==> config.mk <==
export PLATFORM = sky130hd
export DESIGN_NAME = query_path_tokenizer_core_flat
export DESIGN_NICKNAME = d
export VERILOG_FILES = /design/src/rtl/core/qpt_pkg.sv /design/src/rtl/core/qpt_if.sv /design/src/rtl/core/qpt_step.sv /design/src/rtl/core/query_path_tokenizer_core.sv /design/src/flat_wrapper.sv
export SDC_FILE = /design/constraint.sdc
export NUM_CORES = 1
export LEC_CHECK = 0
export BUFFER_PORTS_ARGS = -buffer_cell sky130_fd_sc_hd__buf_2
export CORE_MARGIN = 2
export CORE_UTILIZATION = 40
export DETAILED_ROUTE_END_ITERATION = 7
export PLACE_DENSITY = 0.66
export SLEW_MARGIN = 10
export SYNTH_ARGS = -nofsm -noshare
export SYNTH_HDL_FRONTEND = slang
export SYNTH_SLANG_ARGS = --single-unit
==> constraint.sdc <==
create_clock -name clk -period 3.3 [get_ports clk]
set_input_delay 0.33 -clock clk [delete_from_list [all_inputs] [get_ports clk]]
set_output_delay 0.33 -clock clk [all_outputs]
set_load 0.05 [all_outputs]
==> src/rtl/core/qpt_pkg.sv <==
// Shared types and constants for the query path tokenizer.
package qpt_pkg;

  localparam int unsigned POS_WIDTH_DEF = 16;
  localparam int unsigned FIELD_POS_W   = 16;

  typedef enum logic [1:0] {
    KIND_NONE   = 2'd0,
    KIND_STRING = 2'd1,
    KIND_NUMBER = 2'd2,
    KIND_IDENT  = 2'd3
  } qpt_kind_t;

  typedef enum logic [1:0] {
    PUNCT_NONE  = 2'd0,
    PUNCT_DOT   = 2'd1,
    PUNCT_OPEN  = 2'd2,
    PUNCT_CLOSE = 2'd3
  } qpt_punct_t;

  typedef enum logic [1:0] {
    ERR_NONE   = 2'd0,
    ERR_START  = 2'd1,
    ERR_NUMBER = 2'd2,
    ERR_IDENT  = 2'd3
  } qpt_err_t;

  localparam logic [7:0] CH_DASH   = 8'h2D;
  localparam logic [7:0] CH_UNDER  = 8'h5F;
  localparam logic [7:0] CH_LBRK   = 8'h5B;
  localparam logic [7:0] CH_RBRK   = 8'h5D;
  localparam logic [7:0] CH_DOT    = 8'h2E;
  localparam logic [7:0] CH_NL     = 8'h0A;
  localparam logic [7:0] CH_CR     = 8'h0D;
  localparam logic [7:0] CH_TAB    = 8'h09;
  localparam logic [7:0] CH_FF     = 8'h0C;
  localparam logic [7:0] CH_SPACE  = 8'h20;
  localparam logic [7:0] CH_SQUOTE = 8'h27;
  localparam logic [7:0] CH_DQUOTE = 8'h22;
  localparam logic [7:0] CH_BSLASH = 8'h5C;

  // Token state carried from item to item
  typedef struct packed {
    qpt_kind_t token_kind;
    logic      double_quoted;
    qpt_err_t  failed_code;
  } qpt_state_t;

  // One result item
  typedef struct packed {
    qpt_kind_t              ended_kind;
    qpt_punct_t             punct_kind;
    qpt_kind_t              started_kind;
    logic                   appended;
    logic [7:0]             char_echo;
    qpt_err_t               error_code;
    logic [FIELD_POS_W-1:0] line_at;
    logic [FIELD_POS_W-1:0] column_at;
  } qpt_event_t;

endpackage

==> src/rtl/core/qpt_if.sv <==
// Valid/ready channel interfaces for the tokenizer's input and result items.
interface qpt_in_if;
  logic       valid;
  logic       ready;
  logic [7:0] text_byte;
  logic       end_of_text;

  modport source (output valid, output text_byte, output end_of_text, input ready);
  modport sink   (input valid, input text_byte, input end_of_text, output ready);
endinterface

interface qpt_out_if;
  logic        valid;
  logic        ready;
  logic [1:0]  ended_kind;
  logic [1:0]  punct_kind;
  logic [1:0]  started_kind;
  logic        appended;
  logic [7:0]  char_echo;
  logic [1:0]  error_code;
  logic [15:0] line_at;
  logic [15:0] column_at;

  modport source (output valid, output ended_kind, output punct_kind, output started_kind,
                  output appended, output char_echo, output error_code, output line_at,
                  output column_at, input ready);
  modport sink   (input valid, input ended_kind, input punct_kind, input started_kind,
                  input appended, input char_echo, input error_code, input line_at,
                  input column_at, output ready);
endinterface

==> src/rtl/core/qpt_step.sv <==
// Per-character next-state and event logic of the tokenizer.
module qpt_step import qpt_pkg::*; #(
  parameter int unsigned POS_WIDTH = POS_WIDTH_DEF
) (
  input  qpt_state_t           st,
  input  logic [POS_WIDTH-1:0] line_cnt,
  input  logic [POS_WIDTH-1:0] col_cnt,
  input  logic [7:0]           text_byte,
  input  logic                 end_of_text,
  output qpt_state_t           st_nxt,
  output logic [POS_WIDTH-1:0] line_nxt,
  output logic [POS_WIDTH-1:0] col_nxt,
  output qpt_event_t           ev
);

  localparam logic [POS_WIDTH-1:0] POS_ONE = POS_WIDTH'(1);

  logic is_digit;
  logic is_alpha;
  logic is_quote;
  logic is_punct;
  logic is_space;
  logic closes;
  logic [POS_WIDTH-1:0] col_inc;
  logic [POS_WIDTH-1:0] line_inc;
  qpt_err_t err;

  assign is_digit = (text_byte >= 8'h30) && (text_byte <= 8'h39);
  assign is_alpha = ((text_byte >= 8'h61) && (text_byte <= 8'h7A)) ||
                    ((text_byte >= 8'h41) && (text_byte <= 8'h5A));
  assign is_quote = (text_byte == CH_BSLASH) || (text_byte == CH_SQUOTE) ||
                    (text_byte == CH_DQUOTE);
  assign is_punct = (text_byte == CH_DOT) || (text_byte == CH_LBRK) ||
                    (text_byte == CH_RBRK);
  assign is_space = (text_byte == CH_SPACE) || (text_byte == CH_TAB) ||
                    (text_byte == CH_NL) || (text_byte == CH_CR) || (text_byte == CH_FF);
  assign closes   = st.double_quoted ? (text_byte == CH_DQUOTE) : (text_byte == CH_SQUOTE);

  // saturating counters
  assign col_inc  = (&col_cnt)  ? col_cnt  : col_cnt  + POS_ONE;
  assign line_inc = (&line_cnt) ? line_cnt : line_cnt + POS_ONE;

  always_comb begin
    st_nxt          = st;
    line_nxt        = line_cnt;
    col_nxt         = col_cnt;
    err             = ERR_NONE;
    ev.ended_kind   = KIND_NONE;
    ev.punct_kind   = PUNCT_NONE;
    ev.started_kind = KIND_NONE;
    ev.appended     = 1'b0;
    ev.char_echo    = text_byte;
    ev.error_code   = ERR_NONE;
    ev.line_at      = FIELD_POS_W'(line_cnt);
    ev.column_at    = FIELD_POS_W'(col_cnt);
    if (end_of_text) begin
      ev.ended_kind    = (st.failed_code != ERR_NONE) ? KIND_NONE : st.token_kind;
      ev.error_code    = st.failed_code;
      ev.char_echo     = 8'h00;
      st_nxt.token_kind    = KIND_NONE;
      st_nxt.double_quoted = 1'b0;
      st_nxt.failed_code   = ERR_NONE;
      line_nxt = POS_ONE;
      col_nxt  = POS_ONE;
    end else if (st.failed_code != ERR_NONE) begin
      ev.error_code = st.failed_code;
    end else begin
      if (text_byte == CH_NL) begin
        line_nxt = line_inc;
        col_nxt  = POS_ONE;
      end else begin
        col_nxt = col_inc;
      end
      if (st.token_kind == KIND_STRING) begin
        if (closes) begin
          ev.ended_kind     = KIND_STRING;
          st_nxt.token_kind = KIND_NONE;
        end else begin
          ev.appended = 1'b1;
        end
      end else if (is_quote) begin
        ev.ended_kind        = st.token_kind;
        ev.started_kind      = KIND_STRING;
        st_nxt.token_kind    = KIND_STRING;
        st_nxt.double_quoted = (text_byte == CH_DQUOTE);
      end else if (is_punct) begin
        ev.ended_kind     = st.token_kind;
        st_nxt.token_kind = KIND_NONE;
        if (text_byte == CH_DOT) ev.punct_kind = PUNCT_DOT;
        else if (text_byte == CH_LBRK) ev.punct_kind = PUNCT_OPEN;
        else ev.punct_kind = PUNCT_CLOSE;
      end else if (is_space) begin
        ev.ended_kind     = st.token_kind;
        st_nxt.token_kind = KIND_NONE;
      end else if (st.token_kind == KIND_NONE) begin
        if (is_digit || (text_byte == CH_DASH)) begin
          st_nxt.token_kind = KIND_NUMBER;
          ev.started_kind   = KIND_NUMBER;
          ev.appended       = 1'b1;
        end else if (is_alpha || (text_byte == CH_UNDER)) begin
          st_nxt.token_kind = KIND_IDENT;
          ev.started_kind   = KIND_IDENT;
          ev.appended       = 1'b1;
        end else begin
          err = ERR_START;
        end
      end else if (st.token_kind == KIND_NUMBER) begin
        if (is_digit) ev.appended = 1'b1;
        else err = ERR_NUMBER;
      end else begin
        if (is_digit || is_alpha || (text_byte == CH_UNDER)) ev.appended = 1'b1;
        else err = ERR_IDENT;
      end
      st_nxt.failed_code = err;
      ev.error_code      = err;
      ev.line_at         = FIELD_POS_W'(line_nxt);
      ev.column_at       = FIELD_POS_W'(col_nxt);
    end
  end

endmodule

==> src/rtl/core/query_path_tokenizer_core.sv <==
// Top level of the query path tokenizer: input register, token state, result register.
// One character enters per item and one result item leaves per item, with a sustained
// rate of one item per clock while the result side is ready. Each item passes the input
// register, then the result register. The rate is set by the token-state update, which is
// made as an item moves from the input register to the result register. Either
// side may stall; an item waits in the input register while a finished result is held.
// An end-of-text item flushes the pending token and returns the token state and line and column counters to reset.
module query_path_tokenizer_core import qpt_pkg::*; #(
  parameter int unsigned POS_WIDTH = POS_WIDTH_DEF
) (
  input logic      clk,
  input logic      rst_n,
  qpt_in_if.sink   in_chan,
  qpt_out_if.source out_chan
);

  localparam logic [POS_WIDTH-1:0] POS_ONE = POS_WIDTH'(1);

  logic                 in_v_r;
  logic [7:0]           byte_r;
  logic                 eot_r;
  logic                 out_v_r;
  qpt_event_t           ev_r;
  qpt_state_t           st_r;
  logic [POS_WIDTH-1:0] line_r;
  logic [POS_WIDTH-1:0] col_r;

  qpt_state_t           st_nxt;
  logic [POS_WIDTH-1:0] line_nxt;
  logic [POS_WIDTH-1:0] col_nxt;
  qpt_event_t           ev_nxt;
  logic                 advance;
  logic                 in_take;

  assign advance        = in_v_r && (!out_v_r || out_chan.ready);
  assign in_chan.ready  = !in_v_r || advance;
  assign in_take        = in_chan.valid && in_chan.ready;

  qpt_step #(.POS_WIDTH(POS_WIDTH)) u_step (
    .st          (st_r),
    .line_cnt    (line_r),
    .col_cnt     (col_r),
    .text_byte   (byte_r),
    .end_of_text (eot_r),
    .st_nxt      (st_nxt),
    .line_nxt    (line_nxt),
    .col_nxt     (col_nxt),
    .ev          (ev_nxt)
  );

  always_ff @(posedge clk) begin
    if (!rst_n) begin
      in_v_r   <= 1'b0;
      out_v_r  <= 1'b0;
      st_r.token_kind    <= KIND_NONE;
      st_r.double_quoted <= 1'b0;
      st_r.failed_code   <= ERR_NONE;
      line_r   <= POS_ONE;
      col_r    <= POS_ONE;
    end else begin
      if (in_take) begin
        in_v_r <= 1'b1;
      end else if (advance) begin
        in_v_r <= 1'b0;
      end
      if (advance) begin
        out_v_r <= 1'b1;
        st_r    <= st_nxt;
        line_r  <= line_nxt;
        col_r   <= col_nxt;
      end else if (out_chan.ready) begin
        out_v_r <= 1'b0;
      end
    end
  end

  always_ff @(posedge clk) begin
    if (in_take) begin
      byte_r <= in_chan.text_byte;
      eot_r  <= in_chan.end_of_text;
    end
    if (advance) begin
      ev_r <= ev_nxt;
    end
  end

  assign out_chan.valid        = out_v_r;
  assign out_chan.ended_kind   = ev_r.ended_kind;
  assign out_chan.punct_kind   = ev_r.punct_kind;
  assign out_chan.started_kind = ev_r.started_kind;
  assign out_chan.appended     = ev_r.appended;
  assign out_chan.char_echo    = ev_r.char_echo;
  assign out_chan.error_code   = ev_r.error_code;
  assign out_chan.line_at      = ev_r.line_at;
  assign out_chan.column_at    = ev_r.column_at;

`ifndef SYNTH
  // a held error is reported on every following character
  a_sticky_err: assert property (@(posedge clk) disable iff (!rst_n)
    (advance && !eot_r && (st_r.failed_code != ERR_NONE))
      |=> (out_chan.error_code == $past(st_r.failed_code)) && (st_r == $past(st_r)))
    else $error("held error not reported");

  // end of text returns the token state to reset
  a_eot_clear: assert property (@(posedge clk) disable iff (!rst_n)
    (advance && eot_r)
      |=> (st_r.token_kind == KIND_NONE) && (st_r.failed_code == ERR_NONE) &&
          (line_r == POS_ONE) && (col_r == POS_ONE))
    else $error("end of text did not clear state");

  // an item waiting behind a stalled result is kept
  a_in_hold: assert property (@(posedge clk) disable iff (!rst_n)
    (in_v_r && !advance) |=> in_v_r && $stable(byte_r) && $stable(eot_r))
    else $error("input item lost while stalled");
`endif

endmodule

==> src/flat_wrapper.sv <==
// flat-port wrapper written by rule: the top's interface ports become plain ports
module query_path_tokenizer_core_flat import qpt_pkg::*;
#(
  parameter int unsigned POS_WIDTH = POS_WIDTH_DEF
)
  (clk, rst_n, in_chan_valid, in_chan_text_byte, in_chan_end_of_text, in_chan_ready, out_chan_valid, out_chan_ended_kind, out_chan_punct_kind, out_chan_started_kind, out_chan_appended, out_chan_char_echo, out_chan_error_code, out_chan_line_at, out_chan_column_at, out_chan_ready);
  qpt_in_if in_chan_i ();
  qpt_out_if out_chan_i ();
  input logic clk;
  input logic rst_n;
  input wire logic [$bits(in_chan_i.valid)-1:0] in_chan_valid;
  input wire logic [$bits(in_chan_i.text_byte)-1:0] in_chan_text_byte;
  input wire logic [$bits(in_chan_i.end_of_text)-1:0] in_chan_end_of_text;
  output wire logic [$bits(in_chan_i.ready)-1:0] in_chan_ready;
  output wire logic [$bits(out_chan_i.valid)-1:0] out_chan_valid;
  output wire logic [$bits(out_chan_i.ended_kind)-1:0] out_chan_ended_kind;
  output wire logic [$bits(out_chan_i.punct_kind)-1:0] out_chan_punct_kind;
  output wire logic [$bits(out_chan_i.started_kind)-1:0] out_chan_started_kind;
  output wire logic [$bits(out_chan_i.appended)-1:0] out_chan_appended;
  output wire logic [$bits(out_chan_i.char_echo)-1:0] out_chan_char_echo;
  output wire logic [$bits(out_chan_i.error_code)-1:0] out_chan_error_code;
  output wire logic [$bits(out_chan_i.line_at)-1:0] out_chan_line_at;
  output wire logic [$bits(out_chan_i.column_at)-1:0] out_chan_column_at;
  input wire logic [$bits(out_chan_i.ready)-1:0] out_chan_ready;
  assign in_chan_i.valid = in_chan_valid;
  assign in_chan_i.text_byte = in_chan_text_byte;
  assign in_chan_i.end_of_text = in_chan_end_of_text;
  assign in_chan_ready = in_chan_i.ready;
  assign out_chan_valid = out_chan_i.valid;
  assign out_chan_ended_kind = out_chan_i.ended_kind;
  assign out_chan_punct_kind = out_chan_i.punct_kind;
  assign out_chan_started_kind = out_chan_i.started_kind;
  assign out_chan_appended = out_chan_i.appended;
  assign out_chan_char_echo = out_chan_i.char_echo;
  assign out_chan_error_code = out_chan_i.error_code;
  assign out_chan_line_at = out_chan_i.line_at;
  assign out_chan_column_at = out_chan_i.column_at;
  assign out_chan_i.ready = out_chan_ready;
  query_path_tokenizer_core #(.POS_WIDTH(POS_WIDTH)) u_core (.clk(clk), .rst_n(rst_n), .in_chan(in_chan_i), .out_chan(out_chan_i));
endmodule
== Yosys cells after proc, flatten, opt, wreduce, memory -nomap -nowiden ==
Cells that the tools add are included.

* Input bits: 13
* Logic and storage cells: 151
* Bits in registers: 97
* Output and inout bits: 51

* Reductions and logical operators: 39
* Bitwise gates (word level): 2
* Add/subtract/negate cells: 2
* Muxes and demuxes: 65
* Magnitude comparators: 6
* Eq/ne operators: 18

{| class="wikitable"
|+ Operator list
! kind !! number
|-
| $mux W16 || 8
|-
| $mux W32 || 2
|-
| $mux W2 || 29
|-
| $eq A8 B6 Y1 const B || 5
|-
| $add A16 B1 Y16 const B || 2
|-
| $eq A8 B4 Y1 const B || 4
|-
| $eq A8 B7 Y1 const B || 4
|-
| $reduce_and A16 Y1 || 2
|-
| $mux W1 || 18
|-
| $ge A8 B7 Y1 const B || 2
|-
| $le A8 B7 Y1 const B || 2
|-
| $logic_or A1 B1 Y1 || 15
|-
| $mux W3 || 4
|-
| $mux W5 || 2
|-
| $ge A8 B6 Y1 const B || 1
|-
| $le A8 B6 Y1 const B || 1
|-
| $reduce_bool A2 Y1 || 4
|-
| $mux W7 || 1
|-
| $reduce_bool A7 Y1 || 1
|-
| $reduce_or A7 Y1 || 1
|-
| $reduce_bool A6 Y1 || 1
|-
| $reduce_or A6 Y1 || 1
|-
| $logic_and A1 B1 Y1 || 5
|-
| $reduce_and A5 Y1 || 1
|-
| other kinds (13) || 16
|}

== Logic depth before layout (Yosys ltp) ==
* Depth in word-level cells: 14
* Mapped depth: 9
* Gate-level depth less buffers: 7

== By module ==
A second synthesis with hierarchy kept.

* Cell total of the unflattened synthesis: 589
* Area total of the unflattened synthesis: 5431.5 um^2

{| class="wikitable"
|+ Modules (own cells, without submodules)
! module !! times used !! cells an instance !! sequential area each (um^2) !! area an instance (um^2)
|-
| query_path_tokenizer_core || 1 || 228 || 2522.4 || 3344.5
|-
| qpt_step || 1 || 361 || 0.0 || 2087.0
|}

== Worst setup path before layout ==
No wires, ideal clock.

* Path kind: register -> register
* From: reg u_core.out_v_r (netlist: u_core.out_chan.valid)
* To: reg u_core.col_r[10]
* Arrival time: 3532 ps
* Slack: -347 ps
* Clock period less this slack: 3647 ps
* Path buffers: 2
* Data required time: 3185 ps
* Library setup time: 115 ps
* Stages on the path, launching flop included: 9
* Path through: dfxtp_1 nor2b_1 nor2b_1 clkbuf_1 o21ai_1 and2_0 clkbuf_1 a21oi_1 nor2_1

* Longest elaborated chain between the ends: 4

{| class="wikitable"
|+ Ends and longest elaborated chain
! what !! RTL line !! source
|-
| start: declaration || query_path_tokenizer_core.sv:22 || <nowiki>logic out_v_r;</nowiki>
|-
| start signal: assignment || query_path_tokenizer_core.sv:54 || <nowiki>out_v_r <= 1'b0;</nowiki>
|-
| start signal: assignment || query_path_tokenizer_core.sv:67 || <nowiki>out_v_r <= 1'b1;</nowiki>
|-
| start signal: assignment || query_path_tokenizer_core.sv:72 || <nowiki>out_v_r <= 1'b0;</nowiki>
|-
| $logic_not A1 Y1 || query_path_tokenizer_core.sv:35 || <nowiki>assign advance = in_v_r && (!out_v_r || out_chan.ready);</nowiki>
|-
| $logic_or A1 B1 Y1 || query_path_tokenizer_core.sv:35 ||
|-
| $logic_and A1 B1 Y1 || query_path_tokenizer_core.sv:35 ||
|-
| via u_core.advance || query_path_tokenizer_core.sv:32 || <nowiki>logic advance;</nowiki>
|-
| $reduce_and A2 Y1 (no source line) || -- ||
|-
| end signal: assignment || query_path_tokenizer_core.sv:70 || <nowiki>col_r <= col_nxt;</nowiki>
|-
| end: declaration || query_path_tokenizer_core.sv:26 || <nowiki>logic [POS_WIDTH-1:0] col_r;</nowiki>
|}

The timed path passes the listed nets, and every way through them passes these cells.
A chain may end at the register's enable or synchronous reset.

==> flow_metrics.env <==
export IMPL_p_comb_share_pct=10.8
export IMPL_area_growth_pct=15.8
export IMPL_path_class="reg -> reg"
export IMPL_clkSlewWorstSetupHoldPaths_ns=0.07
export IMPL_drv_slew=0
export IMPL_ys_flop_type="edfxtp_1"
export IMPL_yosys_area_top_type="edfxtp_1"
export IMPL_ys_ff_latch=97
export IMPL_async_flop_share_pct=0
export IMPL_grt_first_pass_wirelength_um=18100
export IMPL_crit_required_ns=3.40
export IMPL_numPortBuffers=63
export IMPL_skew_ns=0.00986
export IMPL_syn_avg_cell_area_sq_um=9.75
export IMPL_gp_congestion=0.853
export IMPL_power_frac_seq_pct=48.5
export IMPL_wl_um=11100
export IMPL_die_w_um=116
export IMPL_pre_cts_ws_ns=0.621
export IMPL_drc=0
export IMPL_drt_iter0_markers=251
export IMPL_viasPerCell=5.63
export IMPL_cts_resized=0
export IMPL_track_usage_pct=17.3
export IMPL_crit_path_end_kind="flip-flop"
export IMPL_vdd_drop_max_uv=285
export IMPL_post_cts_repair_setup_buffers=0
export IMPL_slew_headroom_pct=37.7
export IMPL_crit_fanout=11
export IMPL_finalCritPeriodShare_pct=81.5
export IMPL_tritoncts="yes"
export IMPL_grt_antenna_before_repair=0
export IMPL_antenna_left=0
export IMPL_clockBufferDepth=2
export IMPL_cts_sinks=97
export IMPL_syn_inst=512
export IMPL_num_vias=4135
export IMPL_dieArea_sq_um=13400
export IMPL_drv_cap=0
export IMPL_cp_arrival_ns=2.79
export IMPL_crit_start="u_core.line_r[0]"
export IMPL_critPathLaunchType="flip-flop"
export IMPL_hold_violations=0
export IMPL_setup_ws_ns=0.611
export IMPL_grt_max_degree=55
export IMPL_min_path_type="in -> reg"
export IMPL_yosys_warnings=0
export IMPL_placed_cell_area_sq_um=5450
export IMPL_layout_min_cycle_time_ns=2.69
export IMPL_root_buffer="clkbuf_16"
export IMPL_ys_seq_area_share_pct=50.6
export IMPL_powerDensity_nw_per_um2=488
export IMPL_finalInstanceArea_sq_um=5780
export IMPL_die_y_um=116
export IMPL_cts_hold_buf=0
export IMPL_fmax_ghz=0.372
export IMPL_min_from="in_chan_text_byte[2]"
export IMPL_finalSetupViolCount=0
export IMPL_synth_edf_count=58
export IMPL_clkPwrFrac_pct=40.7
export IMPL_synth_top_area_share_pct=34.9
export IMPL_ioPinCount=64
export IMPL_synth_area_top_cells="edfxtp_1, dfxtp_1, nand2_1, a31oi_1, a21oi_1"
export IMPL_post_drt_wl_per_cell_um=15.2
export IMPL_p_int_mw=2.09
export IMPL_dr_pass1_iters=5
export IMPL_syn_area_sq_um=4990
export IMPL_clock_latency_ns=0.35
export IMPL_status="finished clean"
export IMPL_cellLeakagePower_nw=2.10
export IMPL_numCtsBuffers=9
export IMPL_overflow=0
export IMPL_nNetsFinal=577
export IMPL_grt_pass1_vias=3719
export IMPL_antennaDiodeCount=0
export IMPL_synth_nets=527
export IMPL_rows=40
export IMPL_h_tree_depth=3
export IMPL_rsz0062_at_grt="no"
export IMPL_drive_gt1_share_pct=18.7
export IMPL_core_area_sq_um=12100
export IMPL_netSwitchingPower_mw=0.725
export IMPL_r2r_start="u_core.line_r[0]"
export IMPL_switching_share_pct=25.7
export IMPL_timing_setup_tns_ns=0
export IMPL_yosysUniqueCellTypes=74
export IMPL_place_detailed_hpwl_um=7720
export IMPL_initial_core_util_pct=41.2
export IMPL_worstMarginPinSlew_ns=0.930
==> layout by cell type, fill, tap and decap left out, types with 4 or more instances in the layout <==
| cell type | Yosys | routed |
|---|---|---|
| or3_1 | 6 | 6 |
| nand4_1 | 11 | 11 |
| nand2b_1 | 4 | 4 |
| and3_1 | 10 | 10 |
| o21ai_0 | 24 | 24 |
| nor2_1 | 27 | 27 |
| mux2i_1 | 5 | 5 |
| dfxtp_1 | 39 | 39 |
| nand3_1 | 21 | 21 |
| edfxtp_1 | 58 | 58 |
| nor3_1 | 11 | 10 |
| a31oi_1 | 33 | 33 |
| buf_2 | 13 | 63 |
| and2_1 | 6 | 6 |
| nor2b_1 | 11 | 10 |
| nand2_1 | 69 | 69 |
| o21ai_1 | 6 | 6 |
| buf_4 | 1 | 9 |
| inv_1 | 7 | 7 |
| clkbuf_16 | 0 | 9 |
| xnor2_1 | 8 | 8 |
| xor2_1 | 7 | 7 |
| a21oi_1 | 33 | 33 |
| o211ai_1 | 4 | 4 |
| and4_1 | 7 | 7 |
| or4_1 | 5 | 5 |
==> synthesized netlist by cell type (7+ instances only) <==
| library cell | instances |
|---|---|
| nand2_1 | 69 |
| nor2_1 | 27 |
| a21oi_1 | 33 |
| xor2_1 | 7 |
| inv_1 | 7 |
| and3_1 | 10 |
| buf_2 | 13 |
| clkbuf_1 | 18 |
| o21ai_0 | 24 |
| nand4_1 | 11 |
| and4_1 | 7 |
| edfxtp_1 | 58 |
| xnor2_1 | 8 |
| nor2b_1 | 11 |
| dfxtp_1 | 39 |
| a31oi_1 | 33 |
| nor3_1 | 11 |
| nand3_1 | 21 |
==> per-stage QoR <==
| step | hold WS, ns | utilization (%) | power, mW | cells |
|---|---|---|---|---|
| floorplan | 0.429 | - | 1.62 | 512 |
| global placement | 0.485 | 45.0 | 1.70 | 719 |
| detailed placement | 0.489 | 45.0 | 1.70 | 719 |
| CTS | 0.138 | 47.7 | 2.85 | 735 |
| global route | 0.138 | 47.7 | 2.93 | 735 |
| finish | 0.152 | 47.7 | 2.82 | 735 |
==> worst paths after layout <==
path,to,slack [ns],depth (start not counted)
setup / recovery,u_core.out_chan.line_at[7],0.61,6
setup reg to reg,u_core.out_chan.line_at[7],0.61,6
hold / removal,u_core.byte_r[2],0.15,1
hold reg to reg,u_core.st_r[2],0.50,2
==> layout make-up <==
cell class | instances | area [sq um]
Multi-Input combinational cell | 375 | 2310
Tap cell | 168 | 210
Fill cell | 1158 | 6330
Timing Repair Buffer | 72 | 383
Clock buffer | 10 | 239
Sequential cell | 97 | 2520
Inverter | 7 | 26.3
Clock inverter | 6 | 86.3
==> cells by family (layout without fill, tap and decap cells) <==
| group | after synthesis | in the layout | share of synthesized area, % |
|---|---|---|---|
| compound gates | 135 | 135 | 17.6 |
| xor+xnor | 15 | 15 | 2.63 |
| fa+ha+maj | 2 | 2 | 0.501 |
| buf+inv | 40 | 95 | 3.41 |
| flops | 97 | 97 | 50.6 |
| mux | 6 | 6 | 1.23 |
| simple gates | 217 | 217 | 24.1 |
==> critical path, cell delays in order (launching register included) <==
cell	delay (ns)
dfxtp_1	0.39
ha_1	0.24
nand2_1	0.15
or4_1	0.58
o211ai_1	0.77
nor3_1	0.13
xnor2_1	0.17
==> power by group through the flow <==
stage	Combinational [mW]	Sequential, mW	Clock, mW
floorplan	0.136	1.48	0
global placement	0.302	1.39	0
detailed placement	0.306	1.39	0
CTS	0.306	1.37	1.18
global route	0.328	1.37	1.22
finish	0.303	1.37	1.15
==> metal layers <==
layer | track usage, % | share of wire (%) | vias up
met5 | 0 | 0 | -
met4 | 6.43 | 1.4 | 0
met3 | 4.55 | 5.1 | 12
met2 | 26.9 | 47 | 108
met1 | 23.3 | 47 | 1986
li1 | - | - | 2029
==> flip-flops by register name (all words and copies together) (netlist names), 5 cells and up <==
signal and count:
u_core.col_r 16, u_core.line_r 16, u_core.out_chan.column_at 16, u_core.out_chan.line_at 16
u_core.byte_r 8, u_core.out_chan.char_echo 8, u_core.st_r 5
Note: power is estimated with default switching activity, not from simulation.
